$ cat config.mk
export PLATFORM = sky130hd
export DESIGN_NAME = cyclic_time_sensor
export DESIGN_NICKNAME = d
export VERILOG_FILES = /design/src/rtl/core/cts_pkg.sv /design/src/rtl/core/cyclic_time_sensor.sv /design/src/rtl/core/cts_ctrl.sv /design/src/rtl/core/cts_datapath.sv
export SDC_FILE = /design/constraint.sdc
export NUM_CORES = 2
export LEC_CHECK = 0
export BUFFER_PORTS_ARGS = -buffer_cell sky130_fd_sc_hd__buf_2
export CORE_UTILIZATION = 35
export CTS_CLUSTER_DIAMETER = 150
export DETAILED_ROUTE_END_ITERATION = 12
export PLACE_DENSITY = 0.49
export SETUP_SLACK_MARGIN = 0.15
export SLEW_MARGIN = 10
export SYNTH_ARGS = -nofsm -noshare
export SYNTH_HDL_FRONTEND = slang
export SYNTH_SLANG_ARGS = --single-unit
$ cat constraint.sdc
create_clock -name aclk -period 13.64 [get_ports aclk]
set_input_delay 0.682 -clock aclk [delete_from_list [all_inputs] [get_ports aclk]]
set_output_delay 0.682 -clock aclk [all_outputs]
set_load 0.02 [all_outputs]
$ cat src/rtl/core/cts_pkg.sv
// ============================================================================
// cts_pkg
// Shared constants and types of the cyclic time sensor: parameter defaults,
// register indexes, controller states and the controller/datapath bundles.
// ============================================================================
`default_nettype none

package cts_pkg;

    localparam int TIME_BITS_DEF     = 48;
    localparam int FRACTION_BITS_DEF = 16;
    localparam int INTERVAL_BITS     = 32;
    localparam int CFG_INDEX_BITS    = 2;

    // Register indexes of the configuration port.
    typedef enum logic [CFG_INDEX_BITS-1:0] {
        REG_CYCLE_INTERVAL = 2'd0,
        REG_START_TIME     = 2'd1,
        REG_STOP_TIME      = 2'd2,
        REG_LOOP_ENABLE    = 2'd3
    } cts_reg_idx_t;

    // Controller states, one-hot.
    typedef enum logic [8:0] {
        ST_IDLE   = 9'b0_0000_0001,
        ST_ACT    = 9'b0_0000_0010,
        ST_STOP   = 9'b0_0000_0100,
        ST_ENDCHK = 9'b0_0000_1000,
        ST_DIFF   = 9'b0_0001_0000,
        ST_MOD    = 9'b0_0010_0000,
        ST_FIX    = 9'b0_0100_0000,
        ST_DIV    = 9'b0_1000_0000,
        ST_DONE   = 9'b1_0000_0000
    } cts_state_t;

    // Commands from the controller to the datapath.
    typedef struct packed {
        logic load_in;
        logic act;
        logic stop;
        logic endchk;
        logic diff;
        logic mod_step;
        logic fix;
        logic div_step;
        logic load_out;
    } cts_cmd_t;

    // Status from the datapath to the controller.
    typedef struct packed {
        logic out_free;
    } cts_stat_t;

endpackage

`default_nettype wire

$ cat src/rtl/core/cyclic_time_sensor.sv
// ============================================================================
// cyclic_time_sensor
// Cyclic time sensor on integer ticks: tracks activation, stop and cycle
// wrap from a stream of time items and reports the position in the cycle.
// ============================================================================
//
//  Channel   Direction  Beat contents
//  --------  ---------  ----------------------------------------------------
//  s_axis    in         global_time
//  m_axis    out        status, cycle start and Q0.FRACTION_BITS fraction
//  cfg       in         register index and write data
//
//  An item runs through the checks, the serial modulo over the time
//  distance and the serial fraction divide, one bit a cycle each, before
//  the next item is accepted.
//  The result sits in an output register, so a new item is taken while it
//  waits; if it still waits when the next item is done, the sequencer holds
//  in its last state. Reset is synchronous and active low; cfg is always ready.
//
`default_nettype none

module cyclic_time_sensor #(
    parameter int TIME_BITS     = cts_pkg::TIME_BITS_DEF,
    parameter int FRACTION_BITS = cts_pkg::FRACTION_BITS_DEF,
    parameter int IN_W          = ((TIME_BITS + 7) / 8) * 8,
    parameter int OUT_W         = ((TIME_BITS + FRACTION_BITS + 3 + 7) / 8) * 8,
    parameter int CFG_W         = (TIME_BITS > cts_pkg::INTERVAL_BITS) ?
                                  TIME_BITS : cts_pkg::INTERVAL_BITS
) (
    input  wire logic                              aclk,
    input  wire logic                              aresetn,
    input  wire logic                              s_axis_tvalid,
    output logic                                   s_axis_tready,
    // Fields from bit 0: global_time.
    input  wire logic [IN_W-1:0]                   s_axis_tdata,
    output logic                                   m_axis_tvalid,
    input  wire logic                              m_axis_tready,
    // Fields from bit 0: is_active, active_changed, cycle_start,
    // cycle_start_changed, fraction.
    output logic [OUT_W-1:0]                       m_axis_tdata,
    // Fields from bit 0: fraction_valid.
    output logic [0:0]                             m_axis_tuser,
    input  wire logic                              cfg_valid,
    output logic                                   cfg_ready,
    input  wire logic [cts_pkg::CFG_INDEX_BITS-1:0] cfg_index,
    input  wire logic [CFG_W-1:0]                  cfg_data
);
    import cts_pkg::*;

    cts_cmd_t  cmd;
    cts_stat_t stat;

    logic                     o_act;
    logic                     o_chg;
    logic [TIME_BITS-1:0]     o_cs;
    logic                     o_csc;
    logic [FRACTION_BITS-1:0] o_frac;
    logic                     o_fv;

    // Configuration writes are never stalled.
    assign cfg_ready = 1'b1;

    cts_ctrl #(
        .TIME_BITS     (TIME_BITS),
        .FRACTION_BITS (FRACTION_BITS)
    ) u_ctrl (
        .aclk     (aclk),
        .aresetn  (aresetn),
        .in_valid (s_axis_tvalid),
        .in_ready (s_axis_tready),
        .stat     (stat),
        .cmd      (cmd)
    );

    cts_datapath #(
        .TIME_BITS     (TIME_BITS),
        .FRACTION_BITS (FRACTION_BITS),
        .CFG_W         (CFG_W)
    ) u_dp (
        .aclk                    (aclk),
        .aresetn                 (aresetn),
        .cmd                     (cmd),
        .stat                    (stat),
        .in_time                 (s_axis_tdata[TIME_BITS-1:0]),
        .cfg_wr                  (cfg_valid),
        .cfg_idx                 (cfg_index),
        .cfg_wdata               (cfg_data),
        .out_valid               (m_axis_tvalid),
        .out_ready               (m_axis_tready),
        .out_is_active           (o_act),
        .out_active_changed      (o_chg),
        .out_cycle_start         (o_cs),
        .out_cycle_start_changed (o_csc),
        .out_fraction            (o_frac),
        .out_fraction_valid      (o_fv)
    );

    // Pack the result beat; the size cast fills the top with zeros.
    assign m_axis_tdata = OUT_W'({o_frac, o_csc, o_cs, o_chg, o_act});
    assign m_axis_tuser = o_fv;

endmodule

`default_nettype wire

$ cat src/rtl/core/cts_ctrl.sv
// ============================================================================
// cts_ctrl
// Sequencer of the cyclic time sensor: steps one time item through the
// activation, stop and cycle-end checks, the serial modulo and the serial
// fraction divide, and hands the result to the output register.
// ============================================================================
`default_nettype none

module cts_ctrl #(
    parameter int TIME_BITS     = cts_pkg::TIME_BITS_DEF,
    parameter int FRACTION_BITS = cts_pkg::FRACTION_BITS_DEF
) (
    input  wire logic              aclk,
    input  wire logic              aresetn,
    input  wire logic              in_valid,
    output logic                   in_ready,
    input  wire cts_pkg::cts_stat_t stat,
    output cts_pkg::cts_cmd_t      cmd
);
    import cts_pkg::*;

    localparam int STEPS_MAX = (TIME_BITS > FRACTION_BITS) ? TIME_BITS : FRACTION_BITS;
    localparam int CNT_W     = $clog2(STEPS_MAX + 1);

    cts_state_t       state_reg, state_next;
    logic [CNT_W-1:0] cnt_reg, cnt_next;

    always_comb begin
        state_next = state_reg;
        cnt_next   = cnt_reg;
        cmd        = '0;
        in_ready   = 1'b0;
        case (state_reg)
            ST_IDLE: begin
                in_ready    = 1'b1;
                cmd.load_in = in_valid;
                if (in_valid) begin
                    state_next = ST_ACT;
                end
            end
            ST_ACT: begin
                cmd.act    = 1'b1;
                state_next = ST_STOP;
            end
            ST_STOP: begin
                cmd.stop   = 1'b1;
                state_next = ST_ENDCHK;
            end
            ST_ENDCHK: begin
                cmd.endchk = 1'b1;
                state_next = ST_DIFF;
            end
            ST_DIFF: begin
                cmd.diff   = 1'b1;
                cnt_next   = CNT_W'(TIME_BITS - 1);
                state_next = ST_MOD;
            end
            ST_MOD: begin
                cmd.mod_step = 1'b1;
                cnt_next     = cnt_reg - 1'b1;
                if (cnt_reg == '0) begin
                    state_next = ST_FIX;
                end
            end
            ST_FIX: begin
                cmd.fix    = 1'b1;
                cnt_next   = CNT_W'(FRACTION_BITS - 1);
                state_next = ST_DIV;
            end
            ST_DIV: begin
                cmd.div_step = 1'b1;
                cnt_next     = cnt_reg - 1'b1;
                if (cnt_reg == '0) begin
                    state_next = ST_DONE;
                end
            end
            ST_DONE: begin
                if (stat.out_free) begin
                    cmd.load_out = 1'b1;
                    state_next   = ST_IDLE;
                end
            end
            default: begin
                state_next = ST_IDLE;
            end
        endcase
    end

    always_ff @(posedge aclk) begin
        if (!aresetn) begin
            state_reg <= ST_IDLE;
            cnt_reg   <= '0;
        end else begin
            state_reg <= state_next;
            cnt_reg   <= cnt_next;
        end
    end

endmodule

`default_nettype wire

$ cat src/rtl/core/cts_datapath.sv
// ============================================================================
// cts_datapath
// Registers, sensor state, cycle arithmetic, a shared shift-subtract unit for
// the modulo and the fraction divide, and the output register.
// ============================================================================
`default_nettype none

module cts_datapath #(
    parameter int TIME_BITS     = cts_pkg::TIME_BITS_DEF,
    parameter int FRACTION_BITS = cts_pkg::FRACTION_BITS_DEF,
    parameter int CFG_W         = (TIME_BITS > cts_pkg::INTERVAL_BITS) ?
                                  TIME_BITS : cts_pkg::INTERVAL_BITS
) (
    input  wire logic                              aclk,
    input  wire logic                              aresetn,
    input  wire cts_pkg::cts_cmd_t                 cmd,
    output cts_pkg::cts_stat_t                     stat,
    input  wire logic [TIME_BITS-1:0]              in_time,
    input  wire logic                              cfg_wr,
    input  wire logic [cts_pkg::CFG_INDEX_BITS-1:0] cfg_idx,
    input  wire logic [CFG_W-1:0]                  cfg_wdata,
    output logic                                   out_valid,
    input  wire logic                              out_ready,
    output logic                                   out_is_active,
    output logic                                   out_active_changed,
    output logic [TIME_BITS-1:0]                   out_cycle_start,
    output logic                                   out_cycle_start_changed,
    output logic [FRACTION_BITS-1:0]               out_fraction,
    output logic                                   out_fraction_valid
);
    import cts_pkg::*;

    localparam int IW    = INTERVAL_BITS;
    localparam int SUM_W = ((TIME_BITS > IW) ? TIME_BITS : IW) + 1;
    localparam logic [TIME_BITS-1:0] TIME_ALL_ONES = '1;

    // Configuration.
    logic [IW-1:0]        interval_reg;
    logic [TIME_BITS-1:0] stop_reg;
    logic                 loop_reg;
    // Sensor state.
    logic                 active_reg, active_next;
    logic [TIME_BITS-1:0] begin_reg, begin_next;
    logic [TIME_BITS-1:0] eff_reg, eff_next;
    // Per-item work registers.
    logic [TIME_BITS-1:0] t_reg;
    logic                 was_reg;
    logic                 newc_reg, newc_next;
    logic [TIME_BITS-1:0] end_reg;
    logic [TIME_BITS-1:0] d_reg, d_next;
    logic                 neg_reg;
    logic [IW-1:0]        rem_reg, rem_next;
    logic [FRACTION_BITS-1:0] quo_reg;
    logic                 ovalid_reg;

    logic [IW-1:0]    iv;
    logic [SUM_W-1:0] sum;
    logic [IW:0]      sh;
    logic [IW:0]      sh_sub;
    logic             ge;

    // A zero interval behaves as one tick.
    assign iv  = (interval_reg == '0) ? IW'(1) : interval_reg;
    assign sum = SUM_W'(begin_reg) + SUM_W'(iv);

    // Shared restoring step: the modulo shifts in the next bit of the
    // distance, the divide shifts in zeros and collects quotient bits.
    assign sh     = {rem_reg, cmd.mod_step ? d_reg[TIME_BITS-1] : 1'b0};
    assign sh_sub = sh - {1'b0, iv};
    assign ge     = (sh >= {1'b0, iv});

    always_comb begin
        active_next = active_reg;
        begin_next  = begin_reg;
        eff_next    = eff_reg;
        newc_next   = newc_reg;
        d_next      = d_reg;
        rem_next    = rem_reg;
        if (cmd.load_in) begin
            newc_next = 1'b0;
        end
        if (cmd.act && !active_reg && (eff_reg != TIME_ALL_ONES) && (t_reg >= eff_reg)) begin
            active_next = 1'b1;
            begin_next  = t_reg;
            newc_next   = 1'b1;
        end
        if (cmd.stop && (stop_reg > eff_reg) && (t_reg > stop_reg)) begin
            eff_next    = TIME_ALL_ONES;
            active_next = 1'b0;
        end
        if (cmd.endchk && active_reg && (t_reg > end_reg)) begin
            if (loop_reg) begin
                begin_next = sum[TIME_BITS-1:0];
                newc_next  = 1'b1;
            end else begin
                eff_next    = TIME_ALL_ONES;
                active_next = 1'b0;
            end
        end
        if (cmd.diff) begin
            d_next   = (t_reg >= eff_reg) ? (t_reg - eff_reg) : (eff_reg - t_reg);
            rem_next = '0;
        end
        if (cmd.mod_step) begin
            d_next   = {d_reg[TIME_BITS-2:0], 1'b0};
            rem_next = ge ? sh_sub[IW-1:0] : sh[IW-1:0];
        end
        if (cmd.fix && neg_reg && (rem_reg != '0)) begin
            rem_next = iv - rem_reg;
        end
        if (cmd.div_step) begin
            rem_next = ge ? sh_sub[IW-1:0] : sh[IW-1:0];
        end
        // Writing the start register reloads the effective start.
        if (cfg_wr && (cfg_idx == REG_START_TIME)) begin
            eff_next = cfg_wdata[TIME_BITS-1:0];
        end
    end

    always_ff @(posedge aclk) begin
        if (!aresetn) begin
            interval_reg <= IW'(1);
            stop_reg     <= '0;
            loop_reg     <= 1'b0;
            active_reg   <= 1'b0;
            begin_reg    <= '0;
            eff_reg      <= '0;
            newc_reg     <= 1'b0;
            ovalid_reg   <= 1'b0;
        end else begin
            active_reg <= active_next;
            begin_reg  <= begin_next;
            eff_reg    <= eff_next;
            newc_reg   <= newc_next;
            if (cfg_wr) begin
                case (cfg_idx)
                    REG_CYCLE_INTERVAL: interval_reg <= cfg_wdata[IW-1:0];
                    REG_STOP_TIME:      stop_reg     <= cfg_wdata[TIME_BITS-1:0];
                    REG_LOOP_ENABLE:    loop_reg     <= cfg_wdata[0];
                    default: begin
                    end
                endcase
            end
            if (cmd.load_out) begin
                ovalid_reg <= 1'b1;
            end else if (out_ready) begin
                ovalid_reg <= 1'b0;
            end
        end
    end

    always_ff @(posedge aclk) begin
        d_reg   <= d_next;
        rem_reg <= rem_next;
        if (cmd.load_in) begin
            t_reg   <= in_time;
            was_reg <= active_reg;
        end
        // Cycle end saturates at all ones, so no time can pass it.
        if (cmd.stop) begin
            end_reg <= (sum > SUM_W'(TIME_ALL_ONES)) ? TIME_ALL_ONES : sum[TIME_BITS-1:0];
        end
        if (cmd.diff) begin
            neg_reg <= (t_reg < eff_reg);
        end
        if (cmd.div_step) begin
            quo_reg <= {quo_reg[FRACTION_BITS-2:0], ge};
        end
        if (cmd.load_out) begin
            out_is_active           <= active_reg;
            out_active_changed      <= (active_reg != was_reg);
            out_cycle_start         <= begin_reg;
            out_cycle_start_changed <= newc_reg;
            out_fraction            <= active_reg ? quo_reg : '0;
            out_fraction_valid      <= active_reg;
        end
    end

    assign out_valid     = ovalid_reg;
    assign stat.out_free = !ovalid_reg || out_ready;

endmodule

`default_nettype wire

==> metrics.yaml <==
synth:
  synth_edf_count: 260
  yosysSeqAreaShare: 0.376
  synth-async-reset-ratio: 0
  avgSynthCellArea_sq_um: 8.94
  synth_ff_type: "edfxtp_1"
  synth_warnings: 0
  synth_seq_cells: 456
  synth_top_area_cell: "edfxtp_1"
  synth_cell_type_count: 88
  synth_top_area_share: 0.250
  syn_inst: 3487
  synthTopCellsByArea: "edfxtp_1, ha_1, dfxtp_1"
  yosysMostFrequentCell: "nand2_1"
  synthTopCellsByCount: "nand2_1, ha_1, a21oi_1, inv_1, edfxtp_1"
  synth_area_sq_um: 31200
die:
  ioPinCount: 179
  die_h_um: 300
  die_w_um: 300
  initial_core_util: 0.353
  core_area_sq_um: 88400
  core.rowCount: 109
  dieArea_sq_um: 90300
setup_path:
  worstPathArrival_ps: 5960
  cp.required_ps: 14120
  path_delay_family: "simple AND/OR/NAND/NOR gates"
  crit_type: "reg2reg"
  path_cells: "nor4_1 -> nand4_1 -> nor2_1 -> or2_2 -> ha_1 -> inv_1 -> fa_1 -> nor2b_1 -> o21ai_1 -> a21boi_2 -> o21ai_1 -> a2111oi_2 -> a221o_1 -> nor4b_2 -> nor2_1 -> a311oi_4 -> nand2_1 -> buf_4 -> nand2b_1"
  cp-end-kind: "flop"
  path_buf_inv: 2
  start_kind: "flop"
  slowest_stage: "a311oi_4"
  crit_fanout: 37
  critPathMaxStageDelay_ps: 670
power_and_ir_drop:
  p_total_w: 0.00376
  leakagePower_nw: 14.4
  p_per_area_nw_per_um2: 108
  ir_drop_mv: 0.0781
  swShare: 0.291
  p_comb_frac: 0.171
  p_switching_w: 0.00109
  p_seq_frac: 0.413
  internal_power_w: 0.00266
  p_clk_frac: 0.416
sta:
  tightestPinTransition_ps: 1110
  finalSetupViolCount: 0
  max_slew_margin: 0.260
  maxSlewViolCount: 0
  fmax_ghz: 0.182
  finalSetupTns_ps: 0
  min_period_over_period: 0.402
  finalHoldViolations: 0
  fin_crit_ps: 5480
  grt_setup_unrepaired: "no"
  fin_skew_ps: 32.7
  finalWorstSetupSlack_ps: 8160
hold_path:
  hold_path_class: "in2reg"
clocking:
  cts_hold_buf: 0
  clk_latency_ps: 630
  cts_tree: "done"
  cts-buffers-inserted: 55
  post_cts_resized: 0
  cts_setup_buffers: 0
  max-clock-path-buffers: 3
  clock-root-buffer: "clkbuf_16"
  h-tree-depth: 2
  numClockSinks: 456
  clkTransAtPathRegs_ps: 70
final_layout:
  num-fill-cells: 8999
  drive_above_1_share: 0.0993
  final-seq-area_sq_um: 11700
  multiInputGateArea_sq_um: 17500
  final_nets: 4004
  fin_cells: 4773
  area_delta_synth_final_pct: 11.8
grt:
  grt_max_degree: 73
  grt_pass1_wl_mm: 152
  antenna_found_initial: 3
  grt_pass1_vias: 24300
  grt_usage: 0.220
  grt_overflow: 0
placed_design:
  dpl.hpwl_mm: 78.8
  port_buffers: 172
  post-place-ws_ps: 8090
  dp_cells: 4668
  gp_congestion: 0.896
drt:
  drc: 0
  first_pass_iters: 6
  first_iter_violations: 1988
  vias: 25600
  totalWireLength_mm: 101
  avgViaCountPerCell: 5.36
  ant_nets: 0
  wl_per_cell_um: 21.1
run_status:
  outcome: "finished clean"
flow_run:
  cap_violations: 0
layer usage:
layer	track usage	wire, um	share of wire
met1	0.332	50900	0.50
met4	0.0483	1990	0.020
met5	0	0	0
met2	0.334	43800	0.43
met3	0.0222	4190	0.042
power groups by stage:
stage | clock [W] | sequential [W] | combinational, W
2_1_floorplan | 0 | 0.00154 | 0.000466
3_3_place_gp | 0 | 0.00158 | 0.000636
3_5_place_dp | 0 | 0.00158 | 0.000632
4_1_cts | 0.00160 | 0.00155 | 0.000635
5_1_grt | 0.00165 | 0.00155 | 0.000712
6_report | 0.00156 | 0.00155 | 0.000641
cell families (layout without fill, tap and decap cells):
family | count (synthesis) | after routing | synth area share
simple gates | 994 | 994 | 0.156
buf+inv | 495 | 610 | 0.0636
xor+xnor | 144 | 144 | 0.0404
compound gates | 977 | 977 | 0.200
flops | 456 | 456 | 0.376
fa+ha+maj | 341 | 341 | 0.138
other cells | 2 | 8 | 0.000241
mux | 78 | 78 | 0.0256
metrics by stage:
stage | area, sq um | utilization | hold slack, ps
global route | 34900 | 0.395 | 194
global placement | 33000 | 0.373 | 421
CTS | 34900 | 0.395 | 187
floorplan | 31200 | - | 406
finish | 34900 | 0.395 | 224
detailed placement | 33000 | 0.373 | 420
final timing paths:
path	cells past startpoint	slack (ps)	start	endpoint
worst max register to register	19	8160	u_dp.interval_reg[23]	u_dp.end_reg[14]
worst max-delay path	19	8160	u_dp.interval_reg[23]	u_dp.end_reg[14]
worst min register to register	0	430	u_dp.newc_reg	u_dp.out_cycle_start_changed
worst min-delay path	1	220	s_axis_tdata[21]	u_dp.t_reg[21]
cell type report:
class,count,area share
antenna,2,0.000144
clock buffer,65,0.0417
clock inverter,38,0.0127
inverter,305,0.0329
multi-input combinational,2540,0.503
sequential,456,0.336
tap,1165,0.0418
timing repair buffer,202,0.0311
cells in the final DEF, fill, tap and decap left out, drive strengths merged, types with 95 or more instances in the layout:
| cell | n |
|---|---|
| nor2 | 173 |
| dfxtp | 196 |
| inv | 305 |
| edfxtp | 260 |
| buf | 202 |
| o21ai | 190 |
| nand2b | 95 |
| ha | 336 |
| nand2 | 360 |
| a21oi | 335 |
| a21o | 112 |
worst reg2reg max path: cells and delay by family, from the launching register on:
family	cells	cell delay, ps
buf+inv	2	450
compound gates	6	1830
fa+ha+maj	2	580
flops	1	370
simple gates	9	2110
No activity file was read; power rests on OpenSTA's default activity.
